$ cat src/rtl/core/asrve_pkg.sv
// Shared types and constants of the attack-sustain-release volume envelope.
`default_nettype none
package asrve_pkg;

	// Envelope phase codes
	typedef enum logic [1:0] {
		PH_ATTACK  = 2'd0,
		PH_SUSTAIN = 2'd1,
		PH_RELEASE = 2'd2
	} env_phase_t;

	// Input action codes
	localparam logic [1:0] ACT_TICK        = 2'd0;
	localparam logic [1:0] ACT_FINAL_REL   = 2'd1;
	localparam logic [1:0] ACT_SAMPLE_END  = 2'd2;
	localparam logic [1:0] ACT_RESTART     = 2'd3;

	// Configuration register indexes
	localparam int unsigned CFG_IDX_W = 3;
	localparam logic [CFG_IDX_W-1:0] CFG_PEAK_VOLUME  = 3'd0;
	localparam logic [CFG_IDX_W-1:0] CFG_ATTACK_TICKS = 3'd1;
	localparam logic [CFG_IDX_W-1:0] CFG_SUSTAIN      = 3'd2;
	localparam logic [CFG_IDX_W-1:0] CFG_RELEASE      = 3'd3;
	localparam logic [CFG_IDX_W-1:0] CFG_LOOP_DELAY   = 3'd4;
	localparam logic [CFG_IDX_W-1:0] CFG_LOOP_ENABLE  = 3'd5;

	// Widths and limits
	localparam int unsigned LEVEL_W = 16;
	localparam int unsigned CNT_W   = 32;
	localparam logic [LEVEL_W-1:0] LEVEL_MAX   = 16'd40960;
	localparam logic [LEVEL_W-1:0] PEAK_RESET  = 16'd28672;
	localparam logic [CNT_W-1:0]   CNT_MAX     = 32'hFFFF_FFFF;
	localparam int unsigned DIV_STEPS_W = 4;

	// Controller states
	typedef enum logic [2:0] {
		ST_IDLE = 3'd0,
		ST_PREP = 3'd1,
		ST_MUL  = 3'd2,
		ST_DIV  = 3'd3,
		ST_OUT  = 3'd4
	} ctrl_state_t;

	// Commands from controller to datapath
	typedef struct packed {
		logic accept;
		logic prep;
		logic mul;
		logic div_step;
		logic out_load;
	} ctrl_cmd_t;

	// Status from datapath to controller
	typedef struct packed {
		logic need_div;
		logic div_last;
	} dp_status_t;

	// Clamp a Q4.12 value to 10.0
	function automatic logic [LEVEL_W-1:0] clamp_level(input logic [LEVEL_W-1:0] v);
		clamp_level = (v > LEVEL_MAX) ? LEVEL_MAX : v;
	endfunction

	// Counter increment that sticks at all ones
	function automatic logic [CNT_W-1:0] sat_inc(input logic [CNT_W-1:0] v);
		sat_inc = (v == CNT_MAX) ? v : v + 32'd1;
	endfunction

endpackage
`default_nettype wire

$ cat src/rtl/core/asrve_ifs.sv
// Channel interfaces: input items, result items and configuration writes.
`default_nettype none
interface asrve_in_if;
	logic               valid;
	logic               ready;
	logic [1:0]         action;
	logic signed [31:0] time_left;

	modport source (output valid, action, time_left, input ready);
	modport sink   (input valid, action, time_left, output ready);
endinterface

interface asrve_out_if;
	logic        valid;
	logic        ready;
	logic [15:0] level;
	logic        finished;
	logic        retrigger;
	logic [1:0]  phase;

	modport source (output valid, level, finished, retrigger, phase, input ready);
	modport sink   (input valid, level, finished, retrigger, phase, output ready);
endinterface

interface asrve_cfg_if;
	logic        valid;
	logic        ready;
	logic [2:0]  index;
	logic [31:0] data;

	modport source (output valid, index, data, input ready);
	modport sink   (input valid, index, data, output ready);
endinterface
`default_nettype wire

$ cat src/rtl/core/asrve_ctrl.sv
// Controller state machine sequencing one envelope step.
`default_nettype none
module asrve_ctrl (
	input  wire logic                   clk,
	input  wire logic                   arst_n,
	input  wire logic                   in_valid,
	output logic                        in_ready,
	output logic                        out_valid,
	input  wire logic                   out_ready,
	input  wire asrve_pkg::dp_status_t  status,
	output asrve_pkg::ctrl_cmd_t        cmd
);

	asrve_pkg::ctrl_state_t state_q, state_d;
	logic out_valid_q;

	// State register
	always_ff @(posedge clk or negedge arst_n) begin
		if (!arst_n) begin
			state_q <= asrve_pkg::ST_IDLE;
		end else begin
			state_q <= state_d;
		end
	end

	// Result valid flag: set on load, cleared on transfer
	always_ff @(posedge clk or negedge arst_n) begin
		if (!arst_n) begin
			out_valid_q <= 1'b0;
		end else if (cmd.out_load) begin
			out_valid_q <= 1'b1;
		end else if (out_ready) begin
			out_valid_q <= 1'b0;
		end
	end

	assign out_valid = out_valid_q;

	// Next state and commands
	always_comb begin
		state_d  = state_q;
		cmd      = '0;
		in_ready = 1'b0;
		case (state_q)
			asrve_pkg::ST_IDLE: begin
				in_ready = 1'b1;
				if (in_valid) begin
					cmd.accept = 1'b1;
					state_d    = asrve_pkg::ST_PREP;
				end
			end
			asrve_pkg::ST_PREP: begin
				cmd.prep = 1'b1;
				state_d  = asrve_pkg::ST_MUL;
			end
			asrve_pkg::ST_MUL: begin
				cmd.mul = 1'b1;
				state_d = status.need_div ? asrve_pkg::ST_DIV : asrve_pkg::ST_OUT;
			end
			asrve_pkg::ST_DIV: begin
				cmd.div_step = 1'b1;
				if (status.div_last) begin
					state_d = asrve_pkg::ST_OUT;
				end
			end
			asrve_pkg::ST_OUT: begin
				if (!out_valid_q || out_ready) begin
					cmd.out_load = 1'b1;
					state_d      = asrve_pkg::ST_IDLE;
				end
			end
			default: begin
				state_d = asrve_pkg::ST_IDLE;
			end
		endcase
	end

endmodule
`default_nettype wire

$ cat src/rtl/core/asrve_datapath.sv
// Envelope datapath: configuration, state update, multiplier and restoring divider.
`default_nettype none
module asrve_datapath (
	input  wire logic                   clk,
	input  wire logic                   arst_n,
	// configuration write
	input  wire logic                   cfg_we,
	input  wire logic [2:0]             cfg_index,
	input  wire logic [31:0]            cfg_data,
	// input item
	input  wire logic [1:0]             action,
	input  wire logic signed [31:0]     time_left,
	// result payload
	output logic [15:0]                 level,
	output logic                        finished,
	output logic                        retrigger,
	output logic [1:0]                  phase,
	input  wire asrve_pkg::ctrl_cmd_t   cmd,
	output asrve_pkg::dp_status_t       status
);

	// Configuration registers
	logic [15:0]        peak_q;
	logic [31:0]        attack_q;
	logic signed [31:0] sustain_q;
	logic [31:0]        release_q;
	logic [31:0]        loop_delay_q;
	logic               loop_en_q;

	// Envelope state
	asrve_pkg::env_phase_t ph_q;
	logic [31:0]           pe_q;
	logic                  lp_q;
	logic [31:0]           le_q;

	// Snapshot for level computation
	asrve_pkg::env_phase_t snap_ph_q;
	logic [31:0]           snap_e_q;
	logic                  snap_lp_q;
	logic                  trig_q;

	// Prepared operands
	logic                  need_div_q;
	logic [15:0]           const_lvl_q;
	logic                  fin_q;
	logic [31:0]           mul_b_q;
	logic [31:0]           divisor_q;

	// Divider
	logic [31:0]           rem_q;
	logic [15:0]           quo_q;
	logic [3:0]            cnt_q;

	// Result register
	logic [15:0]           level_q;
	logic                  fin_out_q;
	logic                  trig_out_q;
	logic [1:0]            phase_q;

	// Next-state values of the accept cycle
	asrve_pkg::env_phase_t ph_d, snap_ph_d;
	logic [31:0]           pe_d, le_d, pe_i, le_i, snap_e_d;
	logic                  lp_d, trig_d, snap_lp_d;
	logic                  att_done_i, sus_pos, sus_neg;
	logic signed [32:0]    tl_x, neg_sus;

	// Prep-cycle values
	logic                  p_att_done, p_rel_done;
	logic [15:0]           pk_clamped;

	// Divider step values
	logic [32:0]           div_t;
	logic                  div_ge;
	logic [47:0]           product;

	// Configuration writes
	always_ff @(posedge clk or negedge arst_n) begin
		if (!arst_n) begin
			peak_q       <= asrve_pkg::PEAK_RESET;
			attack_q     <= '0;
			sustain_q    <= '0;
			release_q    <= '0;
			loop_delay_q <= '0;
			loop_en_q    <= 1'b0;
		end else if (cfg_we) begin
			case (cfg_index)
				asrve_pkg::CFG_PEAK_VOLUME:  peak_q       <= cfg_data[15:0];
				asrve_pkg::CFG_ATTACK_TICKS: attack_q     <= cfg_data;
				asrve_pkg::CFG_SUSTAIN:      sustain_q    <= $signed(cfg_data);
				asrve_pkg::CFG_RELEASE:      release_q    <= cfg_data;
				asrve_pkg::CFG_LOOP_DELAY:   loop_delay_q <= cfg_data;
				asrve_pkg::CFG_LOOP_ENABLE:  loop_en_q    <= cfg_data[0];
				default: ;
			endcase
		end
	end

	// Action decode and state update
	always_comb begin
		pe_i       = asrve_pkg::sat_inc(pe_q);
		le_i       = lp_q ? asrve_pkg::sat_inc(le_q) : le_q;
		att_done_i = (attack_q == '0) || (pe_i >= attack_q);
		tl_x       = {time_left[31], time_left};
		neg_sus    = 33'sd0 - {sustain_q[31], sustain_q};
		sus_pos    = !sustain_q[31] && (sustain_q != '0) && (pe_i >= sustain_q);
		sus_neg    = sustain_q[31] && (tl_x <= neg_sus);

		ph_d      = ph_q;
		pe_d      = pe_q;
		lp_d      = lp_q;
		le_d      = le_q;
		trig_d    = 1'b0;
		snap_ph_d = ph_q;
		snap_e_d  = pe_q;
		snap_lp_d = lp_q;

		case (action)
			asrve_pkg::ACT_TICK: begin
				pe_d      = pe_i;
				le_d      = le_i;
				snap_e_d  = pe_i;
				case (ph_q)
					asrve_pkg::PH_ATTACK: begin
						if (att_done_i) begin
							ph_d = asrve_pkg::PH_SUSTAIN;
							pe_d = '0;
						end
					end
					asrve_pkg::PH_SUSTAIN: begin
						if (sus_pos || sus_neg) begin
							ph_d = asrve_pkg::PH_RELEASE;
							pe_d = '0;
							if (loop_en_q) begin
								if (loop_delay_q == '0) begin
									trig_d = 1'b1;
								end else begin
									lp_d = 1'b1;
									le_d = '0;
								end
							end
						end
					end
					default: ;
				endcase
			end
			asrve_pkg::ACT_FINAL_REL: begin
				if (ph_q != asrve_pkg::PH_RELEASE) begin
					ph_d = asrve_pkg::PH_RELEASE;
					pe_d = '0;
				end
				if (loop_en_q) begin
					lp_d = 1'b0;
				end
				snap_ph_d = ph_d;
				snap_e_d  = pe_d;
				snap_lp_d = lp_d;
			end
			asrve_pkg::ACT_SAMPLE_END: begin
				if (loop_en_q && lp_q && (le_q >= loop_delay_q)) begin
					trig_d = 1'b1;
					lp_d   = 1'b0;
				end
				snap_lp_d = lp_d;
			end
			default: begin
				ph_d      = asrve_pkg::PH_ATTACK;
				pe_d      = '0;
				lp_d      = 1'b0;
				le_d      = '0;
				snap_ph_d = asrve_pkg::PH_ATTACK;
				snap_e_d  = '0;
				snap_lp_d = 1'b0;
			end
		endcase
	end

	// Envelope state register
	always_ff @(posedge clk or negedge arst_n) begin
		if (!arst_n) begin
			ph_q <= asrve_pkg::PH_ATTACK;
			pe_q <= '0;
			lp_q <= 1'b0;
			le_q <= '0;
		end else if (cmd.accept) begin
			ph_q <= ph_d;
			pe_q <= pe_d;
			lp_q <= lp_d;
			le_q <= le_d;
		end
	end

	// Snapshot of the state the level is taken from
	always_ff @(posedge clk) begin
		if (cmd.accept) begin
			snap_ph_q <= snap_ph_d;
			snap_e_q  <= snap_e_d;
			snap_lp_q <= snap_lp_d;
			trig_q    <= trig_d;
		end
	end

	// Ramp decisions and multiplier operand
	assign p_att_done = (attack_q == '0) || (snap_e_q >= attack_q);
	assign p_rel_done = (release_q == '0) || (snap_e_q >= release_q);
	assign pk_clamped = asrve_pkg::clamp_level(peak_q);

	always_ff @(posedge clk or negedge arst_n) begin
		if (!arst_n) begin
			need_div_q <= 1'b0;
		end else if (cmd.prep) begin
			case (snap_ph_q)
				asrve_pkg::PH_ATTACK:  need_div_q <= !p_att_done;
				asrve_pkg::PH_RELEASE: need_div_q <= !p_rel_done;
				default:               need_div_q <= 1'b0;
			endcase
		end
	end

	always_ff @(posedge clk) begin
		if (cmd.prep) begin
			fin_q <= (snap_ph_q == asrve_pkg::PH_RELEASE) && p_rel_done && !snap_lp_q;
			if (snap_ph_q == asrve_pkg::PH_RELEASE) begin
				const_lvl_q <= '0;
				mul_b_q     <= release_q - snap_e_q;
				divisor_q   <= release_q;
			end else begin
				const_lvl_q <= pk_clamped;
				mul_b_q     <= snap_e_q;
				divisor_q   <= attack_q;
			end
		end
	end

	// Multiply, then restoring division one quotient bit a cycle.
	// The ramp numerator is at most peak * divisor, so the quotient fits 16 bits
	// and the upper 32 product bits already sit below the divisor.
	assign product = {32'd0, peak_q} * {16'd0, mul_b_q};
	assign div_t   = {rem_q, quo_q[15]};
	assign div_ge  = div_t >= {1'b0, divisor_q};

	always_ff @(posedge clk) begin
		if (cmd.mul) begin
			rem_q <= product[47:16];
			quo_q <= product[15:0];
		end else if (cmd.div_step) begin
			rem_q <= div_ge ? 32'(div_t - {1'b0, divisor_q}) : div_t[31:0];
			quo_q <= {quo_q[14:0], div_ge};
		end
	end

	always_ff @(posedge clk or negedge arst_n) begin
		if (!arst_n) begin
			cnt_q <= '0;
		end else if (cmd.mul) begin
			cnt_q <= '0;
		end else if (cmd.div_step) begin
			cnt_q <= cnt_q + 4'd1;
		end
	end

	assign status.need_div = need_div_q;
	assign status.div_last = (cnt_q == {asrve_pkg::DIV_STEPS_W{1'b1}});

	// Result register
	always_ff @(posedge clk) begin
		if (cmd.out_load) begin
			level_q    <= need_div_q ? asrve_pkg::clamp_level(quo_q) : const_lvl_q;
			fin_out_q  <= fin_q;
			trig_out_q <= trig_q;
			phase_q    <= ph_q;
		end
	end

	assign level     = level_q;
	assign finished  = fin_out_q;
	assign retrigger = trig_out_q;
	assign phase     = phase_q;

endmodule
`default_nettype wire

$ cat src/rtl/core/asr_volume_envelope_unit.sv
// Top level of the attack-sustain-release volume envelope for one voice.
// Per item: accept in idle, prepare, multiply, then on a ramp a 16-step restoring
// divider that gives one quotient bit a cycle, then load of the output register.
// One item at a time; a full output register that is not read holds the load.
// A new item is taken while the previous result still waits in the output register.
// Reset: phase attack, counters and loop state cleared, registers at defaults.
`default_nettype none
module asr_volume_envelope_unit (
	input  wire logic    clk,
	input  wire logic    arst_n,
	asrve_in_if.sink     in_ch,
	asrve_out_if.source  out_ch,
	asrve_cfg_if.sink    cfg_ch
);

	asrve_pkg::ctrl_cmd_t  cmd;
	asrve_pkg::dp_status_t status;

	// Configuration writes are always taken
	assign cfg_ch.ready = 1'b1;

	// Sequencer
	asrve_ctrl u_ctrl (
		.clk       (clk),
		.arst_n    (arst_n),
		.in_valid  (in_ch.valid),
		.in_ready  (in_ch.ready),
		.out_valid (out_ch.valid),
		.out_ready (out_ch.ready),
		.status    (status),
		.cmd       (cmd)
	);

	// Datapath
	asrve_datapath u_datapath (
		.clk       (clk),
		.arst_n    (arst_n),
		.cfg_we    (cfg_ch.valid),
		.cfg_index (cfg_ch.index),
		.cfg_data  (cfg_ch.data),
		.action    (in_ch.action),
		.time_left (in_ch.time_left),
		.level     (out_ch.level),
		.finished  (out_ch.finished),
		.retrigger (out_ch.retrigger),
		.phase     (out_ch.phase),
		.cmd       (cmd),
		.status    (status)
	);

endmodule
`default_nettype wire

$ cat src/flat_wrapper.sv
// flat-port wrapper written by rule: the top's interface ports become plain ports
module asr_volume_envelope_unit_flat 
  (clk, arst_n, in_ch_valid, in_ch_action, in_ch_time_left, in_ch_ready, out_ch_valid, out_ch_level, out_ch_finished, out_ch_retrigger, out_ch_phase, out_ch_ready, cfg_ch_valid, cfg_ch_index, cfg_ch_data, cfg_ch_ready);
  asrve_in_if in_ch_i ();
  asrve_out_if out_ch_i ();
  asrve_cfg_if cfg_ch_i ();
  input  wire logic clk;
  input  wire logic arst_n;
  input wire logic [$bits(in_ch_i.valid)-1:0] in_ch_valid;
  input wire logic [$bits(in_ch_i.action)-1:0] in_ch_action;
  input wire logic [$bits(in_ch_i.time_left)-1:0] in_ch_time_left;
  output wire logic [$bits(in_ch_i.ready)-1:0] in_ch_ready;
  output wire logic [$bits(out_ch_i.valid)-1:0] out_ch_valid;
  output wire logic [$bits(out_ch_i.level)-1:0] out_ch_level;
  output wire logic [$bits(out_ch_i.finished)-1:0] out_ch_finished;
  output wire logic [$bits(out_ch_i.retrigger)-1:0] out_ch_retrigger;
  output wire logic [$bits(out_ch_i.phase)-1:0] out_ch_phase;
  input wire logic [$bits(out_ch_i.ready)-1:0] out_ch_ready;
  input wire logic [$bits(cfg_ch_i.valid)-1:0] cfg_ch_valid;
  input wire logic [$bits(cfg_ch_i.index)-1:0] cfg_ch_index;
  input wire logic [$bits(cfg_ch_i.data)-1:0] cfg_ch_data;
  output wire logic [$bits(cfg_ch_i.ready)-1:0] cfg_ch_ready;
  assign in_ch_i.valid = in_ch_valid;
  assign in_ch_i.action = in_ch_action;
  assign in_ch_i.time_left = in_ch_time_left;
  assign in_ch_ready = in_ch_i.ready;
  assign out_ch_valid = out_ch_i.valid;
  assign out_ch_level = out_ch_i.level;
  assign out_ch_finished = out_ch_i.finished;
  assign out_ch_retrigger = out_ch_i.retrigger;
  assign out_ch_phase = out_ch_i.phase;
  assign out_ch_i.ready = out_ch_ready;
  assign cfg_ch_i.valid = cfg_ch_valid;
  assign cfg_ch_i.index = cfg_ch_index;
  assign cfg_ch_i.data = cfg_ch_data;
  assign cfg_ch_ready = cfg_ch_i.ready;
  asr_volume_envelope_unit u_core (.clk(clk), .arst_n(arst_n), .in_ch(in_ch_i), .out_ch(out_ch_i), .cfg_ch(cfg_ch_i));
endmodule
$ cat config.mk
export PLATFORM = sky130hd
export DESIGN_NAME = asr_volume_envelope_unit_flat
export DESIGN_NICKNAME = d
export VERILOG_FILES = /design/src/rtl/core/asrve_pkg.sv /design/src/rtl/core/asrve_ifs.sv /design/src/rtl/core/asrve_ctrl.sv /design/src/rtl/core/asrve_datapath.sv /design/src/rtl/core/asr_volume_envelope_unit.sv /design/src/flat_wrapper.sv
export SDC_FILE = /design/constraint.sdc
export NUM_CORES = 2
export LEC_CHECK = 0
export BUFFER_PORTS_ARGS = -buffer_cell sky130_fd_sc_hd__buf_2
export CORE_ASPECT_RATIO = 0.9
export CORE_MARGIN = 1.5
export CORE_UTILIZATION = 59
export DETAILED_ROUTE_END_ITERATION = 10
export GPL_ROUTABILITY_DRIVEN = 0
export HOLD_SLACK_MARGIN = 0.03
export PLACE_DENSITY = 0.86
export SLEW_MARGIN = 20
export SYNTH_ARGS = -nofsm -noshare
export SYNTH_HDL_FRONTEND = slang
export SYNTH_SLANG_ARGS = --single-unit
export TNS_END_PERCENT = 30
$ cat constraint.sdc
create_clock -name clk -period 7.36 [get_ports clk]
set_input_delay 0.736 -clock clk [delete_from_list [all_inputs] [get_ports clk]]
set_output_delay 0.736 -clock clk [all_outputs]
set_load 0.05 [all_outputs]
---- Word level (Yosys, flattened, before mapping) ----
Cells that the tools add are included.
word-level totals
  input port bits ......................... 74
  flip-flop bits (word level) ............. 406
  output and inout port bits .............. 23
  word-level logic and storage cells ...... 178
cells by class
  $add $sub $neg .......................... 6
  bitwise operators ....................... 2
  equal/unequal tests ..................... 27
  order comparisons ....................... 9
  $mul .................................... 1
  reductions and logical operators ........ 42
  mux-type cells .......................... 62
operators with widths
  cell                                                                 number
  32-bit two-way mux                                                   15
  32-bit one-hot mux with 3 select lines                               2
  32-bit >= comparator                                                 5
  32-bit one-hot mux with 2 select lines                               2
  32-bit zero test                                                     3
  16-bit two-way mux                                                   5
  32-bit by 1-bit adder with 32-bit output, second input constant      2
  32-bit == test, second input constant                                2
  32-bit subtractor                                                    2
  16-bit by 32-bit multiplier with 48-bit output                       1
  33-bit by 32-bit >= comparator with 1-bit output                     1
  32-bit by 33-bit <= comparator with 1-bit output                     1
  1-bit by 32-bit subtractor with 33-bit output, first input constant  1
  16-bit > comparator, second input constant                           2
  32-bit nonzero test                                                  1
  1-bit two-way mux                                                    21
  2-bit AND reduction                                                  8
  3-bit one-hot mux with 5 select lines                                1
  3-bit by 2-bit == test with 1-bit output, second input constant      4
  3-bit two-way mux                                                    4
  2-bit inequality test, second input constant                         6
  5-bit AND reduction                                                  2
  3-bit == test, second input constant                                 3
  4-bit two-way mux                                                    2
  22 further kinds                                                     53

---- Depth between registers and ports, before layout ----
  depth after elaboration ................. 8
  mapped depth ............................ 25
  mapped depth without buffers ............ 23

---- Hierarchy ----
Synthesis repeated with hierarchy kept, for this count alone.
unflattened totals
  cell total of the unflattened synthesis .. 4507
  area total of the unflattened synthesis .. 41464.8 um2
modules (own cells, without submodules)
  module                    area each (um2)  seq. area each (um2)  instances  cells an instance
  asrve_datapath            41218.3          10989.3               1          4479
  asrve_ctrl                235.2            100.1                 1          26
  asr_volume_envelope_unit  11.3             0.0                   1          2

---- Worst setup path after synthesis ----
No wires, ideal clock.
  kind .................................... register to register
  start point ............................. register u_core.u_datapath.peak_q[14]
  end point ............................... register u_core.u_datapath.rem_q[29] (data pin)
  period minus slack after synthesis ...... 6.859 ns
  buffers on the path ..................... 2
  setup slack ............................. 0.501 ns
  stages on the path, launching flop included .. 23
  setup time .............................. 0.255 ns
  data arrival time ....................... 6.604 ns
  required time ........................... 7.105 ns
  cell sequence ........................... dfstp_2 clkbuf_1 clkbuf_1 nand2_1 fa_1 fa_1 inv_1 fa_1 fa_1 fa_1 inv_1 fa_1 inv_1 ha_1 and4_1 nand2_1 nor2_1 a211oi_2 o41ai_1 a21oi_1 o31ai_1 a41oi_1 and3_1
between the ends
  longest elaborated chain between the ends .. 2
ends and longest elaborated chain
  item                                            RTL line               source
  start: declaration                              asrve_datapath.sv:23   logic [15:0] peak_q;
  start signal: assignment                        asrve_datapath.sv:79   peak_q <= asrve_pkg::PEAK_RESET;
  start signal: assignment                        asrve_datapath.sv:87   asrve_pkg::CFG_PEAK_VOLUME: peak_q <= cfg_data[15:0];
  16-bit by 32-bit multiplier with 48-bit output  asrve_datapath.sv:237  assign product = {32'd0, peak_q} * {16'd0, mul_b_q};
  32-bit two-way mux                              asrve_datapath.sv:242  if (cmd.mul) begin
  end signal: assignment                          asrve_datapath.sv:243  rem_q <= product[47:16];
  end signal: assignment                          asrve_datapath.sv:246  rem_q <= div_ge ? 32'(div_t - {1'b0, divisor_q}) : div_t[31:0];
  end: declaration                                asrve_datapath.sv:50   logic [31:0] rem_q;
No other way between the ends.
A chain may end at the register's enable or synchronous reset.

---- Worst setup path after layout ----
  start point ............................. register u_core.u_datapath.mul_b_q[16]
  end point ............................... register u_core.u_datapath.rem_q[29] (data pin)
between the ends
  longest elaborated chain between the ends .. 2
ends and longest elaborated chain
  item                                            RTL line               source
  start: declaration                              asrve_datapath.sv:46   logic [31:0] mul_b_q;
  start signal: assignment                        asrve_datapath.sv:224  mul_b_q <= release_q - snap_e_q;
  start signal: assignment                        asrve_datapath.sv:228  mul_b_q <= snap_e_q;
  16-bit by 32-bit multiplier with 48-bit output  asrve_datapath.sv:237
  32-bit two-way mux                              asrve_datapath.sv:242
No other way between the ends.

==> impl_metrics.tcl <==
set metrics [dict create \
    dr.first_iter.drc_count 3965 \
    core_um2 70100 \
    clock_sinks 406 \
    skew_ps 26.7 \
    num_vias 34400 \
    synthDistinctLibCells 85 \
    finalCritPeriodShare_pct 97.0 \
    die_x_um 284 \
    antenna_found_initial 2 \
    hold-worst-slack_ps 144 \
    post-route-min-period_ps 7140 \
    dp_hpwl_mm 87.9 \
    synthArstFlopShare_pct 54.4 \
    post-place-ws_ps 127 \
    hold_class "input port to asynchronous set/reset pin" \
    setup_violations 0 \
    worst_pin_slew_ps 1080 \
    cap_violations 0 \
    drc 0 \
    initial_core_util_pct 59.6 \
    die_height_um 255 \
    cp_max_fo 16 \
    track_usage_pct 32.2 \
    grt_pass1_vias 34700 \
    cts-root-buf "clkbuf_16" \
    die_area_um2 72400 \
    cp.arrival_ps 7500 \
    cts_tree "done" \
    grt_max_degree 91 \
    max_clock_freq_mhz 140 \
    port_buffers 95 \
    required_ps 7720 \
    htreeDepth 2 \
    nFillCells 5202 \
    yosysSeqAreaShare_pct 26.5 \
    via_per_inst 6.15 \
    clk_pin_slew_ps 60 \
    synth-edff-count 185 \
    totalWireLength_mm 117 \
    rows 92 \
    globalRouteOverflowTotal 0 \
    rr_worst_depth 22 \
    avgSynthCellArea_um2 9.14 \
    io-pin-count 97 \
    layout_setup_ws_ps 220 \
    syn_nets 5420 \
    stdcell_area_um2 45100 \
    critPathCaptureType "flip-flop" \
    area_growth_pct 8.00 \
    syn_inst 4571 \
    ys_warn_count 0 \
    fin_nets 5469 \
    hold_buffers 0 \
    ys_ff_latch 406 \
    slew_headroom_pct 27.7 \
    wl_per_cell_um 20.9 \
    place_area_um2 43300 \
    maxSlewViolCount 0 \
    status "complete, no violations" \
    ant_nets 0 \
    fin_util_pct 64.4 \
    drt_first_pass_iters 7 \
    critical_path_class "flip-flop to flip-flop" \
    drive_above_1_share_pct 8.34 \
    synthFlopType "dfrtp_1" \
    grt_pass1_wl_mm 185 \
    insertion_delay_ps 610 \
    hold_viol_final 0 \
    max-clock-path-buffers 3 \
    cts_made_buffers 43 \
    synthesis.area_um2 41800 \
    critPathLaunchType "flip-flop" \
]
[registers in the layout (all words and copies together), names as in the netlist, 4 cells and up]
name,cells
u_core.u_datapath.sustain_q,32
u_core.u_datapath.release_q,32
u_core.u_datapath.level,16
u_core.u_datapath.quo_q,16
u_core.u_datapath.const_lvl_q,16
u_core.u_datapath.peak_q,16
u_core.u_datapath.snap_e_q,32
u_core.u_datapath.pe_q,32
u_core.u_datapath.divisor_q,32
u_core.u_datapath.rem_q,32
u_core.u_datapath.cnt_q,4
u_core.u_datapath.mul_b_q,32
u_core.u_datapath.loop_delay_q,32
u_core.u_datapath.le_q,32
u_core.u_datapath.attack_q,32
[synth_stat cells (18+ instances only)]
cell type | number | area, µm²
o21a_1 | 28 | 210
nor4_1 | 51 | 319
a21o_1 | 130 | 976
o211ai_1 | 20 | 150
mux2_2 | 56 | 631
dfrtp_1 | 218 | 5460
clkbuf_1 | 186 | 698
fa_1 | 420 | 8410
a21oi_1 | 145 | 726
inv_1 | 690 | 2590
nand3_1 | 59 | 295
a211oi_1 | 18 | 135
a31oi_1 | 24 | 150
nand2b_1 | 23 | 144
o21ai_0 | 253 | 1270
nand4_1 | 60 | 375
ha_1 | 355 | 4440
o31ai_1 | 24 | 180
a22o_1 | 26 | 228
nor2_1 | 191 | 717
xor2_1 | 60 | 526
a22oi_1 | 36 | 270
mux2i_1 | 21 | 210
and2_1 | 230 | 1440
nand2_1 | 649 | 2440
edfxtp_1 | 185 | 5560
nor3_1 | 53 | 265
xnor2_1 | 111 | 972
and3_1 | 27 | 169
[worst paths after layout]
check	from	endpoint	slack [ps]
min in group clk	out_ch_ready	u_core.u_ctrl.out_valid$_DFFE_PN0P_	450
worst min register to register	u_core.u_datapath.trig_q$_DFFE_PP_	u_core.u_datapath.retrigger$_DFFE_PP_	510
max in group asynchronous	arst_n	u_core.u_datapath.peak_q[9]$_DFFE_PN0P_	5680
worst max-delay path	u_core.u_datapath.mul_b_q[16]$_DFFE_PP_	u_core.u_datapath.rem_q[29]$_DFFE_PP_	220
worst max register to register	u_core.u_datapath.mul_b_q[16]$_DFFE_PP_	u_core.u_datapath.rem_q[29]$_DFFE_PP_	220
worst min-delay path	arst_n	u_core.u_datapath.sustain_q[15]$_DFFE_PN0P_	140
[placed cells by master, fill, tap and decap left out, drive strengths merged, types with 27 or more instances in the layout]
cell type and instances:
nand2 649, and2 231, nor4 52, xnor2 111, nand4 60, o21ai 255
nor3 53, ha 355, xor2 60, fa 420, nor2 193, mux2 56
a21oi 145, a22oi 36, edfxtp 185, clkbuf 56, inv 691, a21o 130
dfrtp 218, and3 27, nand3 59, o21a 28, buf 207
[metal layers]
layer  part of all wire, %  global-route usage (%)
met5                 0.016                       0
met2                    46                    51.0
met4                   4.9                    14.7
met1                    38                    40.9
met3                    12                    9.15
[critical path, stage by stage, from the launching register on]
cell and delay (ps):
edfxtp_1 720, and2_1 330, fa_1 540, inv_1 60, fa_1 550, fa_1 470
fa_1 560, inv_1 60, fa_1 500, inv_1 60, fa_1 540, inv_1 40
ha_1 370, a21o_1 230, a21oi_1 180, o21ai_0 170, a221oi_1 300, o41ai_1 130
buf_4 180, a21oi_1 210, o31ai_1 140, a2111o_1 410, and3_1 160
[timing repair]
action | in CTS | in global routing
endpoints found under the setup margin | 0 | 9
resized for setup | 0 | 18
setup buffers | 0 | 48
[logic make-up after synthesis]
logic type               synth area share (%)
AO/OA/AOI/OAI                            12.6
AND/OR/NAND/NOR                          16.4
XOR/XNOR                                 3.58
other                                 0.00897
flip-flops                               26.5
adder cells (fa/ha/maj)                  30.8
buffers and inverters                    8.11
multiplexers                             2.01
[stage by stage]
stage / TNS (ps) / std cells
6_report: 0 / 5596
5_1_grt: -3.69 / 5593
4_1_cts: 0 / 5545
3_5_place_dp: 0 / 5467
3_3_place_gp: 0 / 5467
2_1_floorplan: 0 / 4571
[layout make-up]
type / instances / area [µm²] / share of cell area (%)
flip-flops and latches: 406 / 11100 / 24.6
clock inverters: 22 / 198 / 0.438
repair buffers: 207 / 1460 / 3.24
inverters: 690 / 2590 / 5.74
well taps: 940 / 1180 / 2.61
diodes: 3 / 7.51 / 0.0166
multi-input cells: 3272 / 27400 / 60.7
clock buffers: 56 / 1190 / 2.65
Power is not shown: default switching activity piles up to over one toggle a cycle in this logic, so the estimate is an artifact.
